**config.mk**
```make
export PLATFORM = sky130hd
export DESIGN_NAME = gtg_cell
export DESIGN_NICKNAME = d
export VERILOG_FILES = /design/src/rtl/gtg_pkg.sv /design/src/rtl/gtg_cell.sv
export SDC_FILE = /design/constraint.sdc
export NUM_CORES = 1
export LEC_CHECK = 0
export BUFFER_PORTS_ARGS = -buffer_cell sky130_fd_sc_hd__buf_2
export CORE_UTILIZATION = 30
export CTS_BUF_LIST = sky130_fd_sc_hd__clkbuf_4 sky130_fd_sc_hd__clkbuf_8 sky130_fd_sc_hd__clkbuf_16
export CTS_CLUSTER_DIAMETER = 60
export DETAILED_ROUTE_END_ITERATION = 12
export PLACE_DENSITY_LB_ADDON = 0.1
export SLEW_MARGIN = 20
export SYNTH_ARGS = -nofsm -noshare
export SYNTH_HDL_FRONTEND = slang
export SYNTH_SLANG_ARGS = --single-unit
export TNS_END_PERCENT = 50
```
**constraint.sdc**
```tcl
create_clock -name aclk -period 7.8 [get_ports aclk]
set_clock_uncertainty 0.05 [all_clocks]
set_input_delay 0.39 -clock aclk [delete_from_list [all_inputs] [get_ports aclk]]
set_output_delay 0.39 -clock aclk [all_outputs]
set_load 0.1 [all_outputs]
```
**src/rtl/gtg_pkg.sv**
```systemverilog
// shared types, constants and arctangent table for the go-to-goal heading steer
`timescale 1ns / 1ps

package gtg_pkg;

    localparam int CORDIC_STAGES = 16;
    localparam int STAGE_IDX_W   = 5;
    localparam int XY_W          = 30;
    localparam int Z_W           = 28;
    localparam int SQ_W          = 33;
    localparam int DIST_W        = 34;
    localparam int TOL_W         = 15;
    localparam int TOL_SQ_W      = 30;

    localparam logic signed [Z_W-1:0] HALF_PI_Q24 = 28'sd26353589;
    localparam logic signed [17:0]    PI_Q13      = 18'sd25736;
    localparam logic signed [17:0]    TWO_PI_Q13  = 18'sd51472;
    localparam logic signed [Z_W-1:0] ROUND_HALF  = 28'sd1024;

    localparam logic [1:0] REG_HEADING_TOL = 2'd0;
    localparam logic [1:0] REG_NEAR_TOL    = 2'd1;
    localparam logic [1:0] REG_REACHED_TOL = 2'd2;
    localparam logic [1:0] REG_CRUISE      = 2'd3;

    typedef struct packed {
        logic signed [XY_W-1:0] x;
        logic signed [XY_W-1:0] y;
        logic signed [Z_W-1:0]  z;
        logic                   zero;
        logic signed [15:0]     heading;
        logic [SQ_W-1:0]        dx_sq;
        logic [SQ_W-1:0]        dy_sq;
    } stage_t;

    typedef struct packed {
        logic [TOL_W-1:0]    heading_tol;
        logic [TOL_SQ_W-1:0] near_tol_sq;
        logic [TOL_SQ_W-1:0] reached_tol_sq;
        logic [TOL_W-1:0]    cruise_speed;
    } steer_cfg_t;

    function automatic logic signed [Z_W-1:0] atan_q24(input logic [STAGE_IDX_W-1:0] idx);
        logic signed [Z_W-1:0] val;
        case (idx)
            5'd0:  val = 28'sd13176795;
            5'd1:  val = 28'sd7778716;
            5'd2:  val = 28'sd4110060;
            5'd3:  val = 28'sd2086331;
            5'd4:  val = 28'sd1047214;
            5'd5:  val = 28'sd524117;
            5'd6:  val = 28'sd262123;
            5'd7:  val = 28'sd131069;
            5'd8:  val = 28'sd65536;
            5'd9:  val = 28'sd32768;
            5'd10: val = 28'sd16384;
            5'd11: val = 28'sd8192;
            5'd12: val = 28'sd4096;
            5'd13: val = 28'sd2048;
            5'd14: val = 28'sd1024;
            5'd15: val = 28'sd512;
            5'd16: val = 28'sd256;
            5'd17: val = 28'sd128;
            5'd18: val = 28'sd64;
            5'd19: val = 28'sd32;
            5'd20: val = 28'sd16;
            5'd21: val = 28'sd8;
            5'd22: val = 28'sd4;
            5'd23: val = 28'sd2;
            default: val = '0;
        endcase
        return val;
    endfunction

endpackage

```
**src/rtl/gtg_cell.sv**
```systemverilog
// one cordic vectoring micro-rotation cell with its own valid and hold logic
`timescale 1ns / 1ps

module gtg_cell (
    input  logic                                  aclk,
    input  logic                                  aresetn,
    input  logic [gtg_pkg::STAGE_IDX_W-1:0]       shift,
    input  logic signed [gtg_pkg::Z_W-1:0]        atan_step,
    input  logic                                  in_valid,
    output logic                                  in_ready,
    input  gtg_pkg::stage_t                       in_data,
    output logic                                  out_valid,
    input  logic                                  out_ready,
    output gtg_pkg::stage_t                       out_data
);

    logic                            valid_reg;
    gtg_pkg::stage_t                 data_reg;
    gtg_pkg::stage_t                 data_next;
    logic signed [gtg_pkg::XY_W-1:0] xs;
    logic signed [gtg_pkg::XY_W-1:0] ys;

    always_comb begin
        xs = in_data.x >>> shift;
        ys = in_data.y >>> shift;
        data_next = in_data;
        if (in_data.y > 0) begin
            data_next.x = in_data.x + ys;
            data_next.y = in_data.y - xs;
            data_next.z = in_data.z + atan_step;
        end else begin
            data_next.x = in_data.x - ys;
            data_next.y = in_data.y + xs;
            data_next.z = in_data.z - atan_step;
        end
    end

    assign in_ready  = !valid_reg || out_ready;
    assign out_valid = valid_reg;
    assign out_data  = data_reg;

    always_ff @(posedge aclk) begin
        if (!aresetn) begin
            valid_reg <= 1'b0;
        end else if (in_ready) begin
            valid_reg <= in_valid;
        end
        if (in_ready) begin
            data_reg <= data_next;
        end
    end

endmodule

```
# After elaboration in Yosys (flattened, before gate mapping)
# Index checks and enable logic that the tools add are counted.
# word_totals
ff_bits,172
in_bits,208
out_inout_bits,173
# classes
add_sub_neg,6
magnitude_cmp,1
shift,2
mux,1
n_reduce_logical,2
# ops
operator,count
two-way mux 88 bit,1
adder 30 bit,2
>>> shifter 30 x 5 -> 30 bit,2
subtractor 30 bit,2
> comparator 30 x 1 -> 1 bit (second input constant),1
adder 28 bit,1
subtractor 28 bit,1
zero test 1 bit,1
logical OR 1 bit,1

# Depth between registers and ports, before layout
# depth
ltp_word,3
depth_mapped,27

# Least setup slack after synthesis
# Ideal clock, no wire load.
# synth_path
path_type,flip-flop to flip-flop
from,"reg valid_reg, in the netlist out_valid"
to,"reg data_reg, in the netlist out_data[0] (enable)"
arrival_time_ns,4.676
t_required_ns,6.114
path_slack_ns,1.438
stages_incl_launch_ff,2
path_buffers,0
cell_sequence,dfxtp_1 nand2b_1
# synth_via
elab_chain_cells,2
# synth_lines
element,line,rtl
from (decl),gtg_cell.sv:17,logic valid_reg;
from (signal assigned),gtg_cell.sv:46,valid_reg <= in_valid;
zero test 1 bit,gtg_cell.sv:38,assign in_ready = !valid_reg || out_ready;
logical OR 1 bit,gtg_cell.sv:38,
net in_ready,gtg_cell.sv:10,"output logic in_ready,"
to (signal assigned),gtg_cell.sv:49,data_reg <= data_next;
to (decl),gtg_cell.sv:18,gtg_pkg::stage_t data_reg;
# The timed path passes the listed nets, and every way through them passes these cells.
# A chain may end at the register's enable or synchronous reset.

==> results by group <==
Status
  – Status: finished clean

Global route
  – First-pass GRT wire length: about 84000 um
  – Total track usage: 21.19%
  – Initial antenna violation count: 0
  – GRT overflow: 0
  – Pin count of the biggest net entering global routing: 57
  – Vias in the first global route: 13900

STA
  – Fin crit share: roughly 83%
  – Worst Tran Pin Value: 1.062 ns
  – Fin. max-slew vios: 0
  – Unrepaired setup endpoints after global routing: false
  – Period minus WS final: approximately 6.5 ns
  – # setup viols final: 0
  – Final Hold Fails: 0
  – Relative slew slack: between 20% and 30%
  – Max Fclk: 154.2 MHz
  – Setup TNS: 0 ns

Clocking
  – CTS root buf: clkbuf_16
  – TritonCTS sink count: 172
  – Post-CTS Setup Inserts: 0
  – Clock Path Buffers: 2
  – CTS Buf Count: 17
  – Clock-pin slew on the worst setup and hold paths: approximately 0.07 ns
  – Clk_lat worst skew: about 0.47 ns
  – TritonCTS clock tree: built
  – PostCTS Resize Cnt: 0
  – H-tree depth: 4

Finish
  – Synth-to-Final Area Change: 26.90%
  – Layout cells sized above 1: between 30% and 40%
  – Antenna cells: 0
  – Most frequent cells in the layout: 379 x buf_2, 171 x edfxtp_1, 122 x nor2_1
  – Fin util: 38.77%
  – Area occupied by multi-input gates: 0.009712 mm2
  – Commonest non-fill, non-tap cell in the layout: buf_2
  – Filler Cell Count: about 5100
  – Nets: 2243
  – Register area: 0.005155 mm2
  – Finished Cell Area: 0.01957 mm2

Detailed routing
  – Routed wire length: 55810 um
  – DR pass1 iterations: 7
  – DRT antenna net count: 0
  – Vias: 13990
  – DR iter-0 viols: 1086
  – Via density per instance: 5.333
  – Drt wl/cell: 21.28 um
  – # DRC: 0

Synth
  – Area leader, netlist: edfxtp_1
  – Largest cells by area after synthesis: edfxtp_1 33%, mux4_2 10%, ha_1 7.6%
  – Yosys warnings: 0
  – Post-Synthesis Cells: roughly 1500
  – Post-synth top area share: approximately 33%
  – Flops & latches, synth: 172
  – Predominant post-synthesis flop cell: edfxtp_1
  – Synthesized cell area: 0.01542 mm2
  – Synth cell types: 91
  – Synth Net Count: about 1800
  – Seq/Total Area, Yosys: between 30% and 40%
  – Post-synthesis area per instance: 10.38 um2
  – Ys async rst share: 0%
  – Number of flops mapped to enable cells by yosys: 171

Power
  – VDD IR max: 0.1836 mV
  – Combinational power share: 56.8%
  – Clock power frac: 18.1%
  – P_int: 2510 uW
  – Switching share of power: a little over half
  – Leakage: 0.008202 uW
  – Total power: 5267 uW
  – Psw: between 2000 and 3000 uW
  – Pwr dens: between 200 and 300 mW/mm2
  – Reg power frac: 25.1%

Die
  – Die W: about 230 um
  – Starting Density: 30.55%
  – Top-level I/O count: 381
  – Chip height: 228.7 um
  – # rows: 82
  – Core Region: 0.05048 mm2
  – Die footprint: 0.05232 mm2

Worst setup path
  – Arrival time worst endpoint: approximately 6.7 ns
  – Slowest stage delay, CP: 0.67 ns
  – Crit end category: register
  – Worst path cell trace: buf_2 > inv_1 > buf_4 > mux2_2 > and2_1 > a2111oi_2 > ha_1 > inv_1 > nor2_1 > nand2_1 > o21ai_0 > xnor2_1 > ha_1 > a21o_1 > a221o_1 > a21oi_1 > nand3_1 > a221oi_1 > a311oi_1 > o21a_1 > o21a_1 > o41ai_1 > xnor3_1
  – Crit Path Category: primary input to register
  – CP max-delay cell: buf_2
  – Crit start category: primary input
  – Critical-path maximum fanout: 32
  – Critical Path RT: 7.97 ns

Place
  – Area post-placement: 0.01814 mm2
  – IO buf count: 380
  – Final HPWL DP: 42860 um
  – Routability cong.: around 0.94

Job
  – # Max-Cap Violations: 0

Hold path
  – Hold Path Class: primary input to register
[Yosys cell counts (33+ instances only)]
library cell / instances
o21ai_0: 74
nand2_1: 117
nor2_1: 124
mux2i_1: 53
inv_1: 53
ha_1: 94
edfxtp_1: 171
xor2_1: 59
mux4_2: 71
xnor2_1: 83
a21oi_1: 95
a21o_1: 33
[final timing paths]
path | cells after the start | start | to | slack (ns)
worst max-delay path | 23 | shift[0] | out_data[140]$_DFFE_PP_ | 1.31
worst min-delay path | 1 | in_data[79] | out_data[79]$_DFFE_PP_ | 0.05
worst max register to register | 3 | out_valid$_SDFFE_PN0P_ | out_data[130]$_DFFE_PP_ | 5.36
worst min register to register | 1 | out_valid$_SDFFE_PN0P_ | out_data[157]$_DFFE_PP_ | 0.76
[registers in the layout, summed over array words and instances (netlist names)]
| register | flops |
|---|---|
| out_data | 171 |
| out_valid | 1 |
[power groups by stage]
stage	sequential [uW]	combinational [uW]	clock (uW)
2_1_floorplan	2830	899	0
3_3_place_gp	1340	2970	0
3_5_place_dp	1340	2960	0
4_1_cts	1330	3000	996
5_1_grt	1340	3150	1020
6_report	1320	2990	952
[cell type report]
class / count / area share (%)
Timing Repair Buffer: 500 / 15.41
Clock inverter: 15 / 1.080
Inverter: 56 / 1.074
Multi-Input combinational cell: 1191 / 49.63
Sequential cell: 172 / 26.34
Clock buffer: 17 / 2.174
Tap cell: 672 / 4.296
[kinds of logic after synthesis]
group	after synthesis	synth area share [%]
and+or+nand+nor	410	13.09
muxes	159	17.05
buffers and inverters	123	3.781
adders and majority gates	97	8.016
DFF	172	33.43
xor gates and xnor gates	144	8.357
AOI/OAI and AO/OA	381	16.28
[per-stage QoR]
stage,worst slack (ns),hold slack [ns],instances
floorplan,1.438,0.4389,1486
global placement,0.8982,0.5169,2512
detailed placement,0.8421,0.5183,2512
CTS,1.382,0.00005668,2623
global route,0.8918,0.01224,2623
finish,1.313,0.04736,2623
[critical path: cells and delay by family]
family,cells,cell delay [ns]
AND/OR/NAND/NOR,4,0.61
XOR/XNOR,2,0.42
multiplexers,1,0.35
adder cells (fa/ha/maj),2,0.64
buffers and inverters,4,1.14
AO/OA/AOI/OAI,10,3.06
[routing by layer]
layer / wire length, um / global-route usage, %
met1: 24780 / 28.40
met2: 26410 / 34.58
met5: 0 / 0
met3: 3566 / 4.204
met4: 1059 / 5.768
[repair_timing]
action | 4_1_cts | 5_1_grt
hold buffers | 79 | 0
setup endpoints to repair | 0 | 0
hold endpoints to repair | 79 | 0
Power figures use the tool's default switching activity.
