### src/rtl/gtg_pkg.sv
// shared types, constants and arctangent table for the go-to-goal heading steer
`timescale 1ns / 1ps

package gtg_pkg;

    localparam int CORDIC_STAGES = 16;
    localparam int STAGE_IDX_W   = 5;
    localparam int XY_W          = 30;
    localparam int Z_W           = 28;
    localparam int SQ_W          = 33;
    localparam int DIST_W        = 34;
    localparam int TOL_W         = 15;
    localparam int TOL_SQ_W      = 30;

    localparam logic signed [Z_W-1:0] HALF_PI_Q24 = 28'sd26353589;
    localparam logic signed [17:0]    PI_Q13      = 18'sd25736;
    localparam logic signed [17:0]    TWO_PI_Q13  = 18'sd51472;
    localparam logic signed [Z_W-1:0] ROUND_HALF  = 28'sd1024;

    localparam logic [1:0] REG_HEADING_TOL = 2'd0;
    localparam logic [1:0] REG_NEAR_TOL    = 2'd1;
    localparam logic [1:0] REG_REACHED_TOL = 2'd2;
    localparam logic [1:0] REG_CRUISE      = 2'd3;

    typedef struct packed {
        logic signed [XY_W-1:0] x;
        logic signed [XY_W-1:0] y;
        logic signed [Z_W-1:0]  z;
        logic                   zero;
        logic signed [15:0]     heading;
        logic [SQ_W-1:0]        dx_sq;
        logic [SQ_W-1:0]        dy_sq;
    } stage_t;

    typedef struct packed {
        logic [TOL_W-1:0]    heading_tol;
        logic [TOL_SQ_W-1:0] near_tol_sq;
        logic [TOL_SQ_W-1:0] reached_tol_sq;
        logic [TOL_W-1:0]    cruise_speed;
    } steer_cfg_t;

    function automatic logic signed [Z_W-1:0] atan_q24(input logic [STAGE_IDX_W-1:0] idx);
        logic signed [Z_W-1:0] val;
        case (idx)
            5'd0:  val = 28'sd13176795;
            5'd1:  val = 28'sd7778716;
            5'd2:  val = 28'sd4110060;
            5'd3:  val = 28'sd2086331;
            5'd4:  val = 28'sd1047214;
            5'd5:  val = 28'sd524117;
            5'd6:  val = 28'sd262123;
            5'd7:  val = 28'sd131069;
            5'd8:  val = 28'sd65536;
            5'd9:  val = 28'sd32768;
            5'd10: val = 28'sd16384;
            5'd11: val = 28'sd8192;
            5'd12: val = 28'sd4096;
            5'd13: val = 28'sd2048;
            5'd14: val = 28'sd1024;
            5'd15: val = 28'sd512;
            5'd16: val = 28'sd256;
            5'd17: val = 28'sd128;
            5'd18: val = 28'sd64;
            5'd19: val = 28'sd32;
            5'd20: val = 28'sd16;
            5'd21: val = 28'sd8;
            5'd22: val = 28'sd4;
            5'd23: val = 28'sd2;
            default: val = '0;
        endcase
        return val;
    endfunction

endpackage

### src/rtl/gtg_prep.sv
// entry stage: goal offset, half-plane pre-rotation and squared offsets
`timescale 1ns / 1ps

module gtg_prep (
    input  logic                 aclk,
    input  logic                 aresetn,
    input  logic                 in_valid,
    output logic                 in_ready,
    input  logic signed [15:0]   pose_x,
    input  logic signed [15:0]   pose_y,
    input  logic signed [15:0]   pose_heading,
    input  logic signed [15:0]   target_x,
    input  logic signed [15:0]   target_y,
    output logic                 out_valid,
    input  logic                 out_ready,
    output gtg_pkg::stage_t      out_data
);

    logic                  valid_reg;
    gtg_pkg::stage_t       data_reg;
    gtg_pkg::stage_t       data_next;
    logic signed [16:0]    dx;
    logic signed [16:0]    dy;
    logic signed [33:0]    dx_sq_full;
    logic signed [33:0]    dy_sq_full;
    logic signed [gtg_pkg::XY_W-1:0] xw;
    logic signed [gtg_pkg::XY_W-1:0] yw;

    always_comb begin
        dx = 17'(target_x) - 17'(pose_x);
        dy = 17'(target_y) - 17'(pose_y);
        dx_sq_full = 34'(dx) * 34'(dx);
        dy_sq_full = 34'(dy) * 34'(dy);
        xw = gtg_pkg::XY_W'(dx) <<< 8;
        yw = gtg_pkg::XY_W'(dy) <<< 8;
        data_next.zero    = (dx == '0) && (dy == '0);
        data_next.heading = pose_heading;
        data_next.dx_sq   = dx_sq_full[gtg_pkg::SQ_W-1:0];
        data_next.dy_sq   = dy_sq_full[gtg_pkg::SQ_W-1:0];
        data_next.x = xw;
        data_next.y = yw;
        data_next.z = '0;
        if (xw < 0) begin
            if (yw >= 0) begin
                data_next.x = yw;
                data_next.y = -xw;
                data_next.z = gtg_pkg::HALF_PI_Q24;
            end else begin
                data_next.x = -yw;
                data_next.y = xw;
                data_next.z = -gtg_pkg::HALF_PI_Q24;
            end
        end
    end

    assign in_ready  = !valid_reg || out_ready;
    assign out_valid = valid_reg;
    assign out_data  = data_reg;

    always_ff @(posedge aclk) begin
        if (!aresetn) begin
            valid_reg <= 1'b0;
        end else if (in_ready) begin
            valid_reg <= in_valid;
        end
        if (in_ready) begin
            data_reg <= data_next;
        end
    end

endmodule

### config.mk
export PLATFORM = sky130hd
export DESIGN_NAME = gtg_prep
export DESIGN_NICKNAME = d
export VERILOG_FILES = /design/src/rtl/gtg_pkg.sv /design/src/rtl/gtg_prep.sv
export SDC_FILE = /design/constraint.sdc
export NUM_CORES = 1
export LEC_CHECK = 0
export BUFFER_PORTS_ARGS = -buffer_cell sky130_fd_sc_hd__buf_4
export CAP_MARGIN = 20
export CORE_MARGIN = 10
export CORE_UTILIZATION = 60
export CTS_CLUSTER_DIAMETER = 80
export DETAILED_ROUTE_END_ITERATION = 16
export PLACE_DENSITY = 0.91
export SYNTH_ARGS = -nofsm -noshare
export SYNTH_HDL_FRONTEND = slang
export SYNTH_SLANG_ARGS = --single-unit
### constraint.sdc
create_clock -name aclk -period 19.15 [get_ports aclk]
set_clock_uncertainty 0.2 [all_clocks]
set_input_delay 1.915 -clock aclk [delete_from_list [all_inputs] [get_ports aclk]]
set_output_delay 1.915 -clock aclk [all_outputs]
set_load 0.005 [all_outputs]
== Word level (Yosys, flattened, before mapping) ==
Cells that the tools add are included.

* Input port bits: 84
* Latch bits: 0
* Bits in registers: 172
* Memories: 0
* RAM bits: 0
* Logic and storage cells: 28
* Output and inout bits: 173
* Memory bits (read-only): 0

* Shift operators: 0
* Magnitude comparators: 2
* Eq/ne operators: 0
* Reductions and logical operators: 7
* Mux-type cells: 2
* $mul: 2
* Bitwise logic cells: 1
* Div/mod/pow operators: 0
* $add $sub $neg: 4

{| class="wikitable"
|+ Operators with widths
! kind !! count
|-
| two-way mux 88 bit || 2
|-
| multiplier 17 x 17 -> 33 bit || 2
|-
| negator 25 -> 30 bit || 2
|-
| zero test 17 bit || 2
|-
| subtractor 16 x 16 -> 17 bit || 2
|-
| >= comparator 25 x 1 -> 1 bit (second input constant) || 1
|-
| < comparator 25 x 1 -> 1 bit (second input constant) || 1
|-
| AND reduction 2 bit || 1
|-
| OR reduction 2 bit || 1
|-
| logical AND 1 bit || 1
|-
| zero test 1 bit || 1
|-
| logical OR 1 bit || 1
|-
| inverter 1 bit || 1
|}

== Logic depth before layout (Yosys ltp) ==
* Depth after elaboration: 4
* Gate-level depth with buffers: 37

== Worst setup path before layout ==
OpenSTA, ideal clock, no wires.

* Kind: input -> register
* From: input target_y[0]
* To: register data_reg (netlist bit out_data[32]) (data pin)
* Arrival time: 9.582 ns
* Buffers on the path: 3
* Required time: 18.689 ns
* Stages on the path: 35
* Setup slack: 9.107 ns
* Cells stage by stage: inv_1 -> ha_1 -> fa_1 -> nor2b_1 -> o31a_1 -> o221a_2 -> o211ai_2 -> nand3_2 -> a311oi_2 -> or2_1 -> buf_4 -> inv_2 -> buf_2 -> buf_1 -> nor2_1 -> fa_1 -> inv_1 -> fa_1 -> inv_1 -> fa_1 -> fa_1 -> fa_1 -> inv_1 -> fa_1 -> inv_1 -> ha_1 -> a21o_1 -> a21o_1 -> a21o_1 -> a21oi_1 -> a2bb2oi_1 -> o311ai_0 -> or3b_2 -> a31oi_1 -> xnor2_1

{| class="wikitable"
|+ RTL lines
! what !! line !! text
|-
| start, declared || gtg_prep.sv:13 || <nowiki>input logic signed [15:0] target_y,</nowiki>
|-
| end signal, assigned || gtg_prep.sv:67 || <nowiki>data_reg <= data_next;</nowiki>
|-
| end, declared || gtg_prep.sv:20 || <nowiki>gtg_pkg::stage_t data_reg;</nowiki>
|}

==> results.py <==
metrics = {
    "outcome": {
        "status": "complete, no violations",
    },
    "critical_path": {
        "critPathRequiredTime_ns": 19.16,
        "crit_path_max_incr_delay_ns": 0.98,
        "slowest_stage": "fa_1",
        "r2r.worst_path.cells": 2,
        "worstPathArrival_ns": 11.47,
        "path_max_fanout": 29,
        "crit_type": "input pin to register",
        "startpoint_type": "input pin",
        "reg2reg_to": "out_data[63]$_DFFE_PP_",
        "reg2reg_slack_ns": 17.15,
        "r2r-start": "out_valid$_SDFFE_PN0P_",
        "timing.critical_path.to_type": "register",
    },
    "floorplanning": {
        "initial_utilization_pct": 61.1,
        "row_count": 75,
        "die_area_um2": 51600,
        "die_w_um": 227,
        "die_h_um": 227,
        "ios": 257,
        "core_area_um2": 42100,
    },
    "drt": {
        "ant_nets": 0,
        "num_vias": 19600,
        "drc": 0,
        "drt-vias-per-instance": 5.70,
        "drt-initial-drc-count": 1718,
        "wire_per_inst_um": 20.6,
        "drt-total-wl_um": 70500,
        "drt-pass1-iter-count": 6,
    },
    "synth": {
        "synth_edf_count": 127,
        "seq_area_frac_synth_pct": 14.9,
        "yosys.cell_count.top_type": "inv_1",
        "async_flop_share_pct": 0,
        "netlist_instances": 2679,
        "synth_flop_cell": "edfxtp_1",
        "synth_common_cells": "inv_1, fa_1, nor2_1",
        "yosys.area.top_type": "fa_1",
        "synth_seq_cells": 128,
        "synthesis.area_um2": 25700,
        "avgSynthCellArea_um2": 9.60,
        "ys_warn_count": 0,
        "synth_cell_type_count": 77,
        "synthTopCellsByArea": "fa_1, edfxtp_1, inv_1",
        "yosys.area.top_type_share_pct": 41.3,
    },
    "clock_tree": {
        "cts-buffers-inserted": 17,
        "cts_sinks": 128,
        "root_buffer": "clkbuf_16",
        "ctsResizeCount": 0,
        "clock_latency_ns": 0.47,
        "clock_path_buffers": 2,
        "hold_buffers": 0,
        "path_clk_slew_ns": 0.07,
        "post_cts_buffers": 0,
        "cts_tree": "yes",
        "htreeDepth": 4,
    },
    "placement": {
        "portBuffers": 238,
        "place.gp.congestion": 0.984,
        "dp_hpwl_um": 56600,
    },
    "layout": {
        "drive_gt1_share_pct": 11.8,
        "area.growth.synth_to_final_pct": 11.0,
        "fin_nets": 3688,
    },
    "sta": {
        "final_max_slew_viol_count": 0,
        "finalCriticalPeriod_ns": 11.45,
        "setup-tns-final_ns": 0,
        "slew_headroom_pct": 26.7,
        "worst_slew_pin_slew_ns": 1.10,
        "fmax_mhz": 87.3,
        "hold_violations": 0,
        "rsz0062_at_grt": "no",
        "setup_viol_count_final": 0,
        "finalCritPeriodShare_pct": 59.8,
    },
    "global_route": {
        "grt_use_total_pct": 28.5,
        "grt_max_degree": 71,
        "grt_overflow": 0,
        "grt_pass1_wl_um": 114000,
        "antenna_found_initial": 3,
        "grt_pass1_vias": 21900,
    },
    "run": {
        "cap_violations": 0,
    },
    "hold_path": {
        "whs_endpoint": "out_valid$_SDFFE_PN0P_",
        "min_path_type": "register to register",
        "min-delay-start": "out_valid$_SDFFE_PN0P_",
        "whs_path_depth": 2,
    },
}
layout make-up:
type                       instances  area [um2]
multi-input combinational       1745       18700
timing repair buffer             276        2070
tap                              539         674
inverter                         709        2660
clock inverter                    14         135
sequential                       128        3830
fill                            3076       13600
antenna                            1        2.50
clock buffer                      18         439
stage by stage:
| stage | hold WS [ns] | std cells | worst slack [ns] | instance area [um2] | util (%) |
|---|---|---|---|---|---|
| 2_1_floorplan | 1.81 | 2701 | 9.11 | 25800 | - |
| 3_5_place_dp | 0.525 | 3397 | 7.48 | 28000 | 66.4 |
| 3_3_place_gp | 0.514 | 3397 | 7.76 | 28000 | 66.4 |
| 6_report | 0.526 | 3430 | 7.70 | 28600 | 67.8 |
| 4_1_cts | 0.534 | 3429 | 7.91 | 28500 | 67.8 |
| 5_1_grt | 0.568 | 3429 | 7.30 | 28500 | 67.8 |
flip-flops by register name (all words and copies together), names as in the netlist:
name       flops
out_valid      1
out_data     127
worst max path at each step:
stage | from | end | slack (ns) | cells after the start
6_report | target_y[0] | out_data[32]$_DFFE_PP_ | 7.70 | 33
3_3_place_gp | target_y[0] | out_data[32]$_DFFE_PP_ | 7.76 | 33
3_5_place_dp | target_y[0] | out_data[32]$_DFFE_PP_ | 7.48 | 33
4_1_cts | target_y[0] | out_data[32]$_DFFE_PP_ | 7.91 | 33
2_1_floorplan | target_y[0] | out_data[32]$_DFFE_PP_ | 9.11 | 35
5_1_grt | target_y[0] | out_data[32]$_DFFE_PP_ | 7.30 | 33
metal layers:
metal | routed length [um] | GRT usage (%) | share of wire (%)
met5 | 21 | 0 | 0.030
met4 | 3380 | 14.1 | 4.8
met3 | 7570 | 8.00 | 11
met2 | 33900 | 47.5 | 48
met1 | 25700 | 33.5 | 36
logic make-up after synthesis:
kind of cell	count (synthesis)	synth area share (%)
buffers and inverters	828	12.8
adders and majority gates	727	50.9
and+or+nand+nor	588	10.1
AOI/OAI and AO/OA	292	7.48
DFF	128	14.9
xor gates and xnor gates	111	3.78
muxes	4	0.161
other	1	0.0146
worst max-delay path: cells and delay by family:
family | cells | cell delay, ns
buffers and inverters | 8 | 1.46
AND/OR/NAND/NOR | 5 | 1.76
adder cells (fa/ha/maj) | 8 | 3.68
AO/OA/AOI/OAI | 11 | 2.53
XOR/XNOR | 1 | 0.10
cell usage in the layout, fill, tap and decap left out, types with 6 or more instances in the layout:
cell	netlist	routed
a21o_1	30	30
o21ai_0	59	59
buf_4	45	276
nand4_1	14	14
a211oi_1	7	7
clkinv_1	6	6
o21a_1	26	26
or2_2	7	7
conb_1	1	23
fa_1	531	531
xor2_1	20	18
inv_1	698	698
or3_1	11	11
and3_1	13	13
edfxtp_1	127	127
nor2_1	228	228
a21oi_1	71	70
clkbuf_16	0	17
nand3_1	19	19
nor2b_1	17	17
xnor2_1	91	90
nor3_1	33	33
o21bai_1	10	10
o211ai_1	11	11
ha_1	196	196
nand2b_1	11	10
a31oi_1	17	17
nand2_1	203	203
and2_1	6	6
Power is not shown: default switching activity piles up to over one toggle a cycle in this logic, so the estimate is an artifact.
