## src/rtl/gtg_pkg.sv

```systemverilog
// shared types, constants and arctangent table for the go-to-goal heading steer
`timescale 1ns / 1ps

package gtg_pkg;

    localparam int CORDIC_STAGES = 16;
    localparam int STAGE_IDX_W   = 5;
    localparam int XY_W          = 30;
    localparam int Z_W           = 28;
    localparam int SQ_W          = 33;
    localparam int DIST_W        = 34;
    localparam int TOL_W         = 15;
    localparam int TOL_SQ_W      = 30;

    localparam logic signed [Z_W-1:0] HALF_PI_Q24 = 28'sd26353589;
    localparam logic signed [17:0]    PI_Q13      = 18'sd25736;
    localparam logic signed [17:0]    TWO_PI_Q13  = 18'sd51472;
    localparam logic signed [Z_W-1:0] ROUND_HALF  = 28'sd1024;

    localparam logic [1:0] REG_HEADING_TOL = 2'd0;
    localparam logic [1:0] REG_NEAR_TOL    = 2'd1;
    localparam logic [1:0] REG_REACHED_TOL = 2'd2;
    localparam logic [1:0] REG_CRUISE      = 2'd3;

    typedef struct packed {
        logic signed [XY_W-1:0] x;
        logic signed [XY_W-1:0] y;
        logic signed [Z_W-1:0]  z;
        logic                   zero;
        logic signed [15:0]     heading;
        logic [SQ_W-1:0]        dx_sq;
        logic [SQ_W-1:0]        dy_sq;
    } stage_t;

    typedef struct packed {
        logic [TOL_W-1:0]    heading_tol;
        logic [TOL_SQ_W-1:0] near_tol_sq;
        logic [TOL_SQ_W-1:0] reached_tol_sq;
        logic [TOL_W-1:0]    cruise_speed;
    } steer_cfg_t;

    function automatic logic signed [Z_W-1:0] atan_q24(input logic [STAGE_IDX_W-1:0] idx);
        logic signed [Z_W-1:0] val;
        case (idx)
            5'd0:  val = 28'sd13176795;
            5'd1:  val = 28'sd7778716;
            5'd2:  val = 28'sd4110060;
            5'd3:  val = 28'sd2086331;
            5'd4:  val = 28'sd1047214;
            5'd5:  val = 28'sd524117;
            5'd6:  val = 28'sd262123;
            5'd7:  val = 28'sd131069;
            5'd8:  val = 28'sd65536;
            5'd9:  val = 28'sd32768;
            5'd10: val = 28'sd16384;
            5'd11: val = 28'sd8192;
            5'd12: val = 28'sd4096;
            5'd13: val = 28'sd2048;
            5'd14: val = 28'sd1024;
            5'd15: val = 28'sd512;
            5'd16: val = 28'sd256;
            5'd17: val = 28'sd128;
            5'd18: val = 28'sd64;
            5'd19: val = 28'sd32;
            5'd20: val = 28'sd16;
            5'd21: val = 28'sd8;
            5'd22: val = 28'sd4;
            5'd23: val = 28'sd2;
            default: val = '0;
        endcase
        return val;
    endfunction

endpackage

```

## src/rtl/gtg_finish.sv

```systemverilog
// output stage: bearing rounding, heading error wrap, tolerance flags, speed
`timescale 1ns / 1ps

module gtg_finish (
    input  logic                   aclk,
    input  logic                   aresetn,
    input  gtg_pkg::steer_cfg_t    cfg,
    input  logic                   in_valid,
    output logic                   in_ready,
    input  gtg_pkg::stage_t        in_data,
    output logic                   out_valid,
    input  logic                   out_ready,
    output logic signed [15:0]     heading_error,
    output logic                   oriented,
    output logic                   near_goal,
    output logic                   goal_reached,
    output logic                   forward_valid,
    output logic [14:0]            forward_speed
);

    logic                           valid_reg;
    logic signed [15:0]             err_reg;
    logic                           ori_reg;
    logic                           near_reg;
    logic                           reach_reg;
    logic                           fwd_reg;
    logic [14:0]                    speed_reg;

    logic signed [gtg_pkg::Z_W-1:0] acc;
    logic signed [17:0]             bear;
    logic signed [17:0]             err;
    logic signed [17:0]             err_wrap;
    logic signed [17:0]             mag;
    logic [gtg_pkg::DIST_W-1:0]     dist2;
    logic                           ori_next;
    logic                           near_next;
    logic                           reach_next;
    logic                           fwd_next;

    always_comb begin
        acc  = in_data.z + gtg_pkg::ROUND_HALF;
        bear = 18'(acc >>> 11);
        if (bear > gtg_pkg::PI_Q13) begin
            bear = gtg_pkg::PI_Q13;
        end else if (bear < -gtg_pkg::PI_Q13) begin
            bear = -gtg_pkg::PI_Q13;
        end
        if (in_data.zero) begin
            bear = '0;
        end
        err = bear - 18'(in_data.heading);
        if (err > gtg_pkg::PI_Q13) begin
            err_wrap = err - gtg_pkg::TWO_PI_Q13;
        end else if (err < -gtg_pkg::PI_Q13) begin
            err_wrap = err + gtg_pkg::TWO_PI_Q13;
        end else begin
            err_wrap = err;
        end
        mag = (err_wrap < 0) ? -err_wrap : err_wrap;
        ori_next = mag < signed'(18'(cfg.heading_tol));
        dist2 = gtg_pkg::DIST_W'(in_data.dx_sq) + gtg_pkg::DIST_W'(in_data.dy_sq);
        near_next  = dist2 < gtg_pkg::DIST_W'(cfg.near_tol_sq);
        reach_next = dist2 < gtg_pkg::DIST_W'(cfg.reached_tol_sq);
        fwd_next   = ori_next && !near_next;
    end

    assign in_ready      = !valid_reg || out_ready;
    assign out_valid     = valid_reg;
    assign heading_error = err_reg;
    assign oriented      = ori_reg;
    assign near_goal     = near_reg;
    assign goal_reached  = reach_reg;
    assign forward_valid = fwd_reg;
    assign forward_speed = speed_reg;

    always_ff @(posedge aclk) begin
        if (!aresetn) begin
            valid_reg <= 1'b0;
        end else if (in_ready) begin
            valid_reg <= in_valid;
        end
        if (in_ready) begin
            err_reg   <= err_wrap[15:0];
            ori_reg   <= ori_next;
            near_reg  <= near_next;
            reach_reg <= reach_next;
            fwd_reg   <= fwd_next;
            speed_reg <= fwd_next ? cfg.cruise_speed : '0;
        end
    end

endmodule
```

## config.mk

```make
export PLATFORM = sky130hd
export DESIGN_NAME = gtg_finish
export DESIGN_NICKNAME = d
export VERILOG_FILES = /design/src/rtl/gtg_pkg.sv /design/src/rtl/gtg_finish.sv
export SDC_FILE = /design/constraint.sdc
export NUM_CORES = 1
export LEC_CHECK = 0
export BUFFER_PORTS_ARGS = -buffer_cell sky130_fd_sc_hd__buf_2
export CORE_MARGIN = 1.5
export CORE_UTILIZATION = 50
export CTS_CLUSTER_DIAMETER = 50
export DETAILED_ROUTE_END_ITERATION = 16
export GPL_ROUTABILITY_DRIVEN = 0
export HOLD_SLACK_MARGIN = 0.02
export PLACE_DENSITY = 0.85
export REMOVE_ABC_BUFFERS = 1
export SLEW_MARGIN = 25
export SYNTH_ARGS = -nofsm -noshare
export SYNTH_HDL_FRONTEND = slang
export SYNTH_SLANG_ARGS = --single-unit
```

## constraint.sdc

```tcl
create_clock -name aclk -period 12.7 [get_ports aclk]
set_clock_uncertainty 0.2 [all_clocks]
set_input_delay 2.54 -clock aclk [delete_from_list [all_inputs] [get_ports aclk]]
set_output_delay 2.54 -clock aclk [all_outputs]
set_load 0.1 [all_outputs]
```

# After elaboration in Yosys (flattened, before gate mapping)
# Index checks and enable logic that the tools add are counted.
# word_totals
elab_cells	31
regBits	36
output_inout_bits	37
# classes
add_sub_neg	6
magnitude_cmp	8
mux	6
n_reduce_logical	4
# ops
cell	n
$mux W18	6
$lt A34 B30 Y1	2
$add A33 B33 Y34	1
$add A28 B12 Y28 const B	1
$add A18 B17 Y18 const B	1
$gt A18 B16 Y1 const B	1
$lt A18 B1 Y1 const B	1
$lt A18 B16 Y1	1
$lt A18 B16 Y1 const B	1
$neg A18 Y18	1
$sub A18 B16 Y18	1
$sub A18 B17 Y18 const B	1
$gt A17 B16 Y1 const B	1
$lt A17 B16 Y1 const B	1
$logic_not A1 Y1	2
$logic_and A1 B1 Y1	1
$logic_or A1 B1 Y1	1

# Logic depth before layout (Yosys ltp)
# Gate-level depths: netlist of the first run.
# depth
depth_word	13
mapped_depth	47

# Worst setup path after synthesis of the first run
# OpenSTA, ideal clock, no wires.
# synth_timing
kind	input to register
from	in in_data[93] in the netlist's numbering
to	reg speed_reg[10], in the netlist forward_speed[10] (data pin)
setup_time_ns	0.255
setup_slack_ns	1.942
arrival_time_ns	10.303
stages	43
path_cell_list	ha_1 and3_1 nand3_1 xor2_1 a41o_1 a31oi_1 nor3_1 nor3_1 o21ai_0 nor2b_1 clkbuf_1 nand2_1 nor2_1 ha_1 nor2b_1 o2111ai_1 nand2_1 xnor2_1 [... 7 more ...] mux2_2 a22oi_1 mux2_2 ha_1 a21boi_0 o21a_1 o21a_1 o21ai_0 nand2b_1 a21oi_1 o21ai_0 a21oi_1 o2bb2ai_1 nor2b_1 and4_1 nor3_4 buf_6 nor3_2
# synth_via
elab_chain_cells	13
word_cells_on_any_way	18
classes_between	5 x add/sub; 6 x order compare; 6 x mux; 1 x reduce/logical
# synth_rtl
element	line_no	source
from (decl)	gtg_finish.sv:10	input gtg_pkg::stage_t in_data,
$add A28 B12 Y28 (*)	gtg_finish.sv:41	acc = in_data.z + gtg_pkg::ROUND_HALF;
$lt A17 B16 Y1	gtg_finish.sv:45	end else if (bear < -gtg_pkg::PI_Q13) begin
$mux W18	gtg_finish.sv:45	
$mux W18 (*)	gtg_finish.sv:43	if (bear > gtg_pkg::PI_Q13) begin
$mux W18 (*)	gtg_finish.sv:48	if (in_data.zero) begin
$sub A18 B16 Y18 (*)	gtg_finish.sv:51	err = bear - 18'(in_data.heading);
$add A18 B17 Y18 or $lt A18 B16 Y1 (tied branches)	gtg_finish.sv:55, gtg_finish.sv:54	
$mux W18	gtg_finish.sv:54	end else if (err < -gtg_pkg::PI_Q13) begin
$mux W18 (*)	gtg_finish.sv:52	if (err > gtg_pkg::PI_Q13) begin
$neg A18 Y18 or $lt A18 B1 Y1 (tied branches)	gtg_finish.sv:59	mag = (err_wrap < 0) ? -err_wrap : err_wrap;
$mux W18 (*)	gtg_finish.sv:59	
$lt A18 B16 Y1 (*)	gtg_finish.sv:60	ori_next = mag < signed'(18'(cfg.heading_tol));
$logic_and A1 B1 Y1 (*)	gtg_finish.sv:64	fwd_next = ori_next && !near_next;
to (signal assigned)	gtg_finish.sv:88	speed_reg <= fwd_next ? cfg.cruise_speed : '0;
to (decl)	gtg_finish.sv:27	logic [14:0] speed_reg;
# Every way passes the cells marked *; elsewhere a longest branch is shown, timed or not.
# A chain may end at the register's enable or synchronous reset.

# Worst setup path in the final report of the first run
# layout_timing
from	in in_data[95] in the netlist's numbering
to	reg speed_reg[3], in the netlist forward_speed[3] (data pin)
# Same word-level chain as after synthesis.

==> flow_summary.toml, run 1 <==
[clock_network]
clk_latency_ps = 270
post_cts_buffers = 0
htreeDepth = 2
cts_buffers = 5
cts_sinks = 36
tritoncts = "built"
cts_root_buf = "clkbuf_16"
clock_path_buffers = 2
cts_resized = 0
clkTransAtPathRegs_ps = 50
ctsHoldBuffers = 0

[final_layout]
nets = 1570
drive_above_1_share_pct = 25.45
fill_cells = 1288
syn_to_final_growth_pct = 19.31
final_area_sq_um = 9082
final_util_pct = 61.79

[place]
port_buffers = 231
postPlaceCellArea_sq_um = 8924
dp_hpwl_um = 16780

[critical_path]
cpPeakStageDelay_ps = 420
crit_required_ps = 12600
slowest_stage = "ha_1"
reg2regPathDepth = 1
r2r_end = "heading_error[4]$_DFFE_PP_"
crit_arrival_ps = 11090
rrSetupSlack_ps = 11210
critPathKind = "in -> reg"
crit_path_end_kind = "register"
r2r_start = "out_valid$_SDFFE_PN0P_"
path_max_fanout = 17
start_kind = "input pin"

[global_routing]
grt_use_total_pct = 23.64
grt_start_max_net_pins = 38
grt_pass1_wl_um = 31880
grt-ovfl-total = 0
grt_pass1_vias = 7053
grt_antenna_before_repair = 1

[timing]
relSlewSlack_pct = 31.35
finalHoldViolCount = 0
max_slew.worst_pin.slew_ps = 1025
grt_setup_unrepaired = "no"
tns_ps = 0
fin_crit_ps = 11190
drv_slew = 0
max_freq_ghz = 0.08935
hold_ws_ps = 948.8
final.period_utilization_pct = 88.12
setup_viol = 0

[drt]
vias = 7603
drc_errors = 0
ant_nets = 0
drt_iter0_drc = 308
wl_per_cell_um = 14.31
first_pass_iters = 5
post_drt_via_cell_ratio = 5.590
finalWirelength_um = 19460

[yosys]
ys_seq_area_share_pct = 14.07
synth_ff_type = "edfxtp_1"
synth_edf_count = 35
ys_ff_latch = 36
synth_area_sq_um = 7612
synth_cell_type_count = 90
ys_async_sr_fraction_pct = 0
synthCells = 950
ys_warn_count = 0
synth.avg_cell_area_sq_um = 8.013

[pwr]
leakage_nw = 4.686
p_per_area_nw_per_um2 = 163.9
ir_drop_uv = 144.0

[floorplan]
rows = 44
dieWidth_um = 126.4
die-area_sq_um = 15970
ios = 302
start_util_pct = 51.79
core-area_sq_um = 14700
die_y_um = 126.4

[worst_hold_path]
hold_path_end = "oriented$_DFFE_PP_"
hold_path_startpoint = "out_valid$_SDFFE_PN0P_"
hold_path_depth = 1
min_path_type = "reg -> reg"

[flow_run]
maxCapViolations = 0

[status]
status = "completed"
## logic make-up after synthesis
kind of cell	share of synthesized area, %
AOI/OAI and AO/OA	26.92
and+or+nand+nor	20.05
buffers and inverters	7.183
adders and majority gates	21.73
xor gates and xnor gates	9.451
DFF	14.07
muxes	0.5917
## per-layer routing
metal  vias to the layer above  wire length [um]  global-route usage [%]
met3                        29              1083                   1.729
met4                         0               376                   6.085
met5                         -                 0                       0
met1                      3380              9259                   32.48
met2                       283              8740                   40.24
li1                       3911                 -                       -
## stage by stage
step	cells	setup slack (ps)	total power, mW
2_1_floorplan	931	1409	1.136
3_3_place_gp	1351	1391	1.326
3_5_place_dp	1351	1217	1.355
4_1_cts	1359	1485	1.488
5_1_grt	1360	545.9	1.599
6_report	1360	1508	1.489
## Yosys cell counts (all sizes together) (16+ instances only)
cell	count	area share (%)
nand4	18	1.5
xnor2	44	5.7
nand3	33	2.2
a21oi	89	6.2
nor3	32	2.8
o21ai	38	2.5
edfxtp	35	14
nor2b	16	1.3
xor2	33	3.8
ha	129	21
nand2	66	3.3
inv	114	5.6
a21o	46	4.5
nor2	53	2.6
## worst max path at each step
| stage | startpoint | to | slack (ps) | cells after the start |
|---|---|---|---|---|
| 3_5_place_dp | in_data[95] | forward_speed[3]$_SDFFCE_PN0P_ | 1220 | 40 |
| 3_3_place_gp | in_data[95] | forward_speed[3]$_SDFFCE_PN0P_ | 1390 | 40 |
| 2_1_floorplan | in_data[93] | forward_speed[0]$_SDFFCE_PN0P_ | 1410 | 41 |
| 5_1_grt | in_data[95] | forward_speed[3]$_SDFFCE_PN0P_ | 550 | 41 |
| 6_report | in_data[95] | forward_speed[3]$_SDFFCE_PN0P_ | 1510 | 43 |
| 4_1_cts | in_data[95] | forward_speed[3]$_SDFFCE_PN0P_ | 1480 | 40 |
## registers in the layout, indices dropped and copies added (netlist names)
register and flops:
out_valid 1, heading_error 16, forward_speed 15, forward_valid 1, goal_reached 1, oriented 1, near_goal 1
## power breakdown
part | switching, mW | internal (mW)
Sequential | 0.00990 | 0.195
Combinational | 0.794 | 0.365
Clock | 0.0414 | 0.0833
Total | 0.845 | 0.644
## cell usage in the layout, fill, tap and decap left out, types with 6 or more instances in the layout
cell      Yosys  layout
inv_1       114     114
xor2_1       33      33
nor2_1       52      52
o211ai_1      6       6
and3_1        7       7
o21a_1       11      11
nor3_2        9       9
xnor2_1      38      38
a21o_1       46      46
o21bai_1      9       9
edfxtp_1     35      35
or2_2         6       6
and2_1        9       9
nor3_1       22      22
buf_2         8     231
o21ai_1       6       6
xnor2_2       6       6
nand2_1      64      64
o31ai_1       7       7
nand4_1      18      18
nor2b_1      16      16
o21ai_0      32      32
a21boi_0      9       9
ha_1        129     129
nand2b_1     13      12
a211oi_1      7       7
nand3_1      33      33
a21oi_1      85      85
## cell type report
type / instances / area (sq um) / share of cell area [%]
diodes: 1 / 2.502 / 0.02755
clock buffers: 8 / 156.4 / 1.722
inverters: 115 / 431.7 / 4.753
multi-input cells: 780 / 5997 / 66.03
flip-flops and latches: 36 / 1071 / 11.79
well taps: 184 / 230.2 / 2.535
repair buffers: 236 / 1194 / 13.14
## critical path, delay by kind of cell
| kind | cells | cell delay (ps) |
|---|---|---|
| and+or+nand+nor | 11 | 1620 |
| buffers and inverters | 5 | 880 |
| AOI/OAI and AO/OA | 18 | 3390 |
| xor gates and xnor gates | 2 | 390 |
| adders and majority gates | 5 | 1600 |
| muxes | 2 | 650 |
Note: power is estimated with default switching activity, not from simulation.
==> run 2: changes to the inputs <==
BUFFER_PORTS_ARGS = -buffer_cell sky130_fd_sc_hd__clkbuf_2   (was -buffer_cell sky130_fd_sc_hd__buf_2)
==> run 2 against run 1 <==
Net effect:
- clock power about the same
- combinational power about the same
- non-clock buffer count unchanged
- first-iteration DRC count increased by 12%
- count of clock-buffer cells in the layout unchanged
- sequential power about the same
- fmax decreased by 0.54%
- worst hold slack improved by 31 ps
- register-to-register slack got worse by 40 ps
- sequential cell count unchanged
- critical path type unchanged
- critical endpoint unchanged
==> flow_summary.toml, run 2 (synthesis gave the netlist of run 1 again) <==
[status]
status = "completed"

[floorplan]
start_util_pct = 51.79
dieWidth_um = 126.4
die_y_um = 126.4
ios = 302
core-area_sq_um = 14700
rows = 44
die-area_sq_um = 15970

[clock_network]
cts_sinks = 36
cts_buffers = 5
ctsHoldBuffers = 0
clk_latency_ps = 270
clkTransAtPathRegs_ps = 50
htreeDepth = 2
cts_root_buf = "clkbuf_16"
clock_path_buffers = 2
cts_resized = 0
tritoncts = "built"
post_cts_buffers = 0

[place]
dp.cells = 1351
dp_hpwl_um = 16760
port_buffers = 231

[drt]
first_pass_iters = 8
vias = 7490
wl_per_cell_um = 14.23
drt_iter0_drc = 345
drc_errors = 0
finalWirelength_um = 19360
ant_nets = 0
post_drt_via_cell_ratio = 5.507

[global_routing]
grt_use_total_pct = 23.24
grt_pass1_wl_um = 31310
grt_pass1_vias = 6987
grt_start_max_net_pins = 38
grt_antenna_before_repair = 1
grt-ovfl-total = 0

[final_layout]
syn_to_final_growth_pct = 19.31
largest_reg_flops = 16
mostFrequentLayoutCell = "clkbuf_2"
nets = 1570
mostFrequentLayoutCells = "231 x clkbuf_2, 129 x ha_1, 114 x inv_1"
fill_cells = 1302
drive_above_1_share_pct = 25.45
stdcell_count = 1360

[critical_path]
crit_start = "in_data[95]"
path_max_fanout = 17
reg2regPathDepth = 1
crit_path_end_kind = "register"
crit_arrival_ps = 11140
crit_required_ps = 12590
r2r_start = "out_valid$_SDFFE_PN0P_"
slowest_stage = "ha_1"
start_kind = "input pin"
rrSetupSlack_ps = 11170
critPathKind = "in -> reg"
r2r_end = "goal_reached$_DFFE_PP_"
cpPeakStageDelay_ps = 430

[worst_hold_path]
hold_path_startpoint = "out_valid$_SDFFE_PN0P_"
hold_path_depth = 1
hold_path_end = "near_goal$_DFFE_PP_"
min_path_type = "reg -> reg"

[timing]
max_slew.worst_pin.slew_ps = 1008
final.period_utilization_pct = 88.60
tns_ps = 0
finalHoldViolCount = 0
max_freq_ghz = 0.08887
relSlewSlack_pct = 32.44
setup_viol = 0
drv_slew = 0
grt_setup_unrepaired = "no"
fin_crit_ps = 11250

[flow_run]
maxCapViolations = 0

[pwr]
p_per_area_nw_per_um2 = 163.8
ir_drop_uv = 177.6
leakage_nw = 4.724
-- run 2: changes by cell type in the layout (fill, tap and decap cells not counted), sizes merged --
cell | previous run | this run
buf | 236 | 5
clkbuf | 8 | 239
-- run 2: power by group --
group	internal, mW	switching (mW)
clock network	0.0834	0.0420
registers	0.196	0.0117
logic	0.363	0.793
total	0.641	0.846
-- run 2: cell type report --
type | instances | area, sq um | area share [%]
Antenna cell | 1 | 2.502 | 0.02755
Inverter | 115 | 431.7 | 4.753
Multi-Input combinational cell | 780 | 5997 | 66.03
Clock buffer | 8 | 156.4 | 1.722
Tap cell | 184 | 230.2 | 2.535
Sequential cell | 36 | 1071 | 11.79
Timing Repair Buffer | 236 | 1194 | 13.14
-- run 2: metrics by stage --
stage,hold slack (ps),power [mW],util (%),instance area (sq um),setup slack (ps)
2_1_floorplan,2409,1.136,-,7497,1409
3_3_place_gp,938.3,1.327,60.71,8924,1380
3_5_place_dp,976.2,1.356,60.71,8924,1198
4_1_cts,981.5,1.488,61.77,9080,1466
5_1_grt,1067,1.589,61.79,9082,609.2
6_report,979.8,1.488,61.79,9082,1447
-- run 2: worst max path at each step --
| stage | end | slack, ps |
|---|---|---|
| after detailed placement | forward_speed[3]$_SDFFCE_PN0P_ | 1200 |
| final | forward_speed[3]$_SDFFCE_PN0P_ | 1450 |
| after floorplan | forward_speed[0]$_SDFFCE_PN0P_ | 1410 |
| after CTS | forward_speed[3]$_SDFFCE_PN0P_ | 1470 |
| after global routing | forward_speed[3]$_SDFFCE_PN0P_ | 610 |
| after global placement | forward_speed[3]$_SDFFCE_PN0P_ | 1380 |
-- run 2: per-layer routing --
layer / track usage, % / up-vias / part of all wire [%]
met5: 0 / - / 0
met4: 6.829 / 0 / 2.2
met3: 1.392 / 31 / 4.7
met2: 39.18 / 253 / 44
met1: 32.08 / 3304 / 49
li1: - / 3902 / -
-- run 2: worst max-delay path: cells and delay by family --
family / cells / cell delay (ps)
AO/OA/AOI/OAI: 18 / 3430
AND/OR/NAND/NOR: 11 / 1630
adder cells (fa/ha/maj): 5 / 1610
buffers and inverters: 5 / 910
multiplexers: 2 / 640
XOR/XNOR: 2 / 380
==> run 3: changes to the inputs <==
ABC_AREA = 1   (was unset)
PLACE_DENSITY = 0.84   (was 0.85)
RECOVER_POWER = 25   (was unset)
==> run 3 against run 2 <==
Net effect:
- critical path type unchanged
- cell area increased by 6.0%
- highest routed layer unchanged
- utilization decreased by 0.98 points
- die area rose by 6.1%
- the flow now finishes with violations (max-capacitance violations, max-slew violations)
- sequential cell count unchanged
==> flow_summary.toml, run 3 <==
[timing]
max_freq_ghz = 0.09443
relSlewSlack_pct = -32.30
setup_viol = 0
drv_slew = 38
finalHoldViolCount = 0
final.period_utilization_pct = 83.39
tns_ps = 0
max_slew.worst_pin.slew_ps = 1985
hold_ws_ps = 1345
fin_crit_ps = 10590
grt_setup_unrepaired = "no"

[drt]
drc_errors = 0
wl_per_cell_um = 11.63
drt_iter0_drc = 427
finalWirelength_um = 19790
vias = 8616
ant_nets = 0
first_pass_iters = 5
post_drt_via_cell_ratio = 5.065

[final_layout]
drive_above_1_share_pct = 22.29
largest_reg_flops = 16
mostFrequentLayoutCell = "nand2_1"
nets = 1880
mostFrequentLayoutCells = "280 x nand2_1, 244 x inv_1, 231 x clkbuf_2"
syn_to_final_growth_pct = 18.98
n_antenna_cell = 0

[clock_network]
post_cts_buffers = 0
tritoncts = "built"
cts_sinks = 36
clk_latency_ps = 280
cts_root_buf = "clkbuf_16"
cts_buffers = 5
cts_resized = 0
htreeDepth = 2
clock_path_buffers = 2
clkTransAtPathRegs_ps = 60
ctsHoldBuffers = 0

[global_routing]
grt_pass1_vias = 8022
grt_pass1_wl_um = 33700
grt_antenna_before_repair = 0
grt_use_total_pct = 23.53
grt_start_max_net_pins = 38
grt-ovfl-total = 0

[floorplan]
die_y_um = 130.2
rows = 46
start_util_pct = 51.11
core-area_sq_um = 15830
ios = 302
die-area_sq_um = 16950
dieWidth_um = 130.2

[yosys]
synth_top_area_share_pct = 19.95
synth_edf_count = 35
netlist_top_cells_count = "280 x nand2_1, 244 x inv_1, 129 x ha_1"
yosysMostFrequentCell = "nand2_1"
synth_area_leaders = "ha_1 20%, edfxtp_1 13%, nand2_1 13%"
synth.avg_cell_area_sq_um = 6.467
synth_area_leader_cell = "ha_1"
synth_ff_type = "edfxtp_1"
synth_area_sq_um = 8090
synth_cell_type_count = 58
synthCells = 1251
ys_warn_count = 0
ys_ff_latch = 36
ys_async_sr_fraction_pct = 0
ys_seq_area_share_pct = 13.24

[place]
port_buffers = 231
dp_hpwl_um = 17100

[status]
status = "complete, but fails checks"
violations = "max-capacitance violations, max-slew violations"

[critical_path]
crit_path_end_kind = "register"
crit_required_ps = 12620
path_max_fanout = 16
crit_arrival_ps = 10510
start_kind = "input pin"
critPathKind = "in -> reg"
cpPeakStageDelay_ps = 440
slowest_stage = "ha_1"

[pwr]
leakage_nw = 5.614
ir_drop_uv = 197.8
p_per_area_nw_per_um2 = 142.6

[worst_hold_path]
min_path_type = "reg -> reg"

[flow_run]
maxCapViolations = 1
[run 3: where the power goes]
| part | internal [mW] | switching (mW) | total [mW] |
|---|---|---|---|
| clock | 0.0922 | 0.0442 | 0.136 |
| sequential | 0.184 | 0.0113 | 0.196 |
| combinational | 0.292 | 0.748 | 1.04 |
| total | 0.569 | 0.803 | 1.37 |
[run 3: critical path: cells and delay by family]
kind,cells,cell delay [ps]
fa+ha+maj,4,1340
compound gates,10,1670
simple gates,26,4000
xor+xnor,2,360
buf+inv,5,590
[run 3: layer usage]
layer | up-vias | share of wire, % | track usage, %
li1 | 4551 | - | -
met1 | 3807 | 44 | 28.60
met2 | 239 | 51 | 45.45
met3 | 19 | 4.1 | 1.722
met4 | 0 | 0.94 | 3.987
met5 | - | 0 | 0
[run 3: cells by family after synthesis]
logic type,count (synthesis),share of synthesized area (%)
AOI/OAI and AO/OA,187,13.90
xor gates and xnor gates,58,6.511
adders and majority gates,131,20.45
buffers and inverters,260,12.56
DFF,36,13.24
and+or+nand+nor,579,33.34
[run 3: final cells by class]
| type | instances | area [sq um] |
|---|---|---|
| well taps | 216 | 270.3 |
| fillers | 1478 | 6202 |
| multi-input cells | 955 | 6003 |
| flip-flops and latches | 36 | 1071 |
| repair buffers | 233 | 1167 |
| inverters | 253 | 949.7 |
| clock buffers | 6 | 128.9 |
| clock inverters | 2 | 35.03 |
[run 3: through the flow]
stage	power, mW	utilization [%]	instance area (sq um)	setup slack (ps)	std cells
detailed placement	1.235	59.80	9465	1837	1693
finish	1.372	60.81	9625	2110	1701
CTS	1.378	60.84	9629	2087	1701
floorplan	1.042	-	8024	3277	1244
global route	1.496	60.81	9625	1218	1701
global placement	1.210	59.80	9465	2076	1693
[run 3: final timing paths]
| path | start | end | slack (ps) | cells past startpoint |
|---|---|---|---|---|
| setup / recovery | in_data[95] | forward_speed[1]$_SDFFCE_PN0P_ | 2110 | 47 |
| setup reg to reg | out_valid$_SDFFE_PN0P_ | out_valid$_SDFFE_PN0P_ | 10260 | 3 |
| hold / removal | out_valid$_SDFFE_PN0P_ | goal_reached$_DFFE_PP_ | 1340 | 2 |
| hold reg to reg | out_valid$_SDFFE_PN0P_ | goal_reached$_DFFE_PP_ | 1340 | 2 |
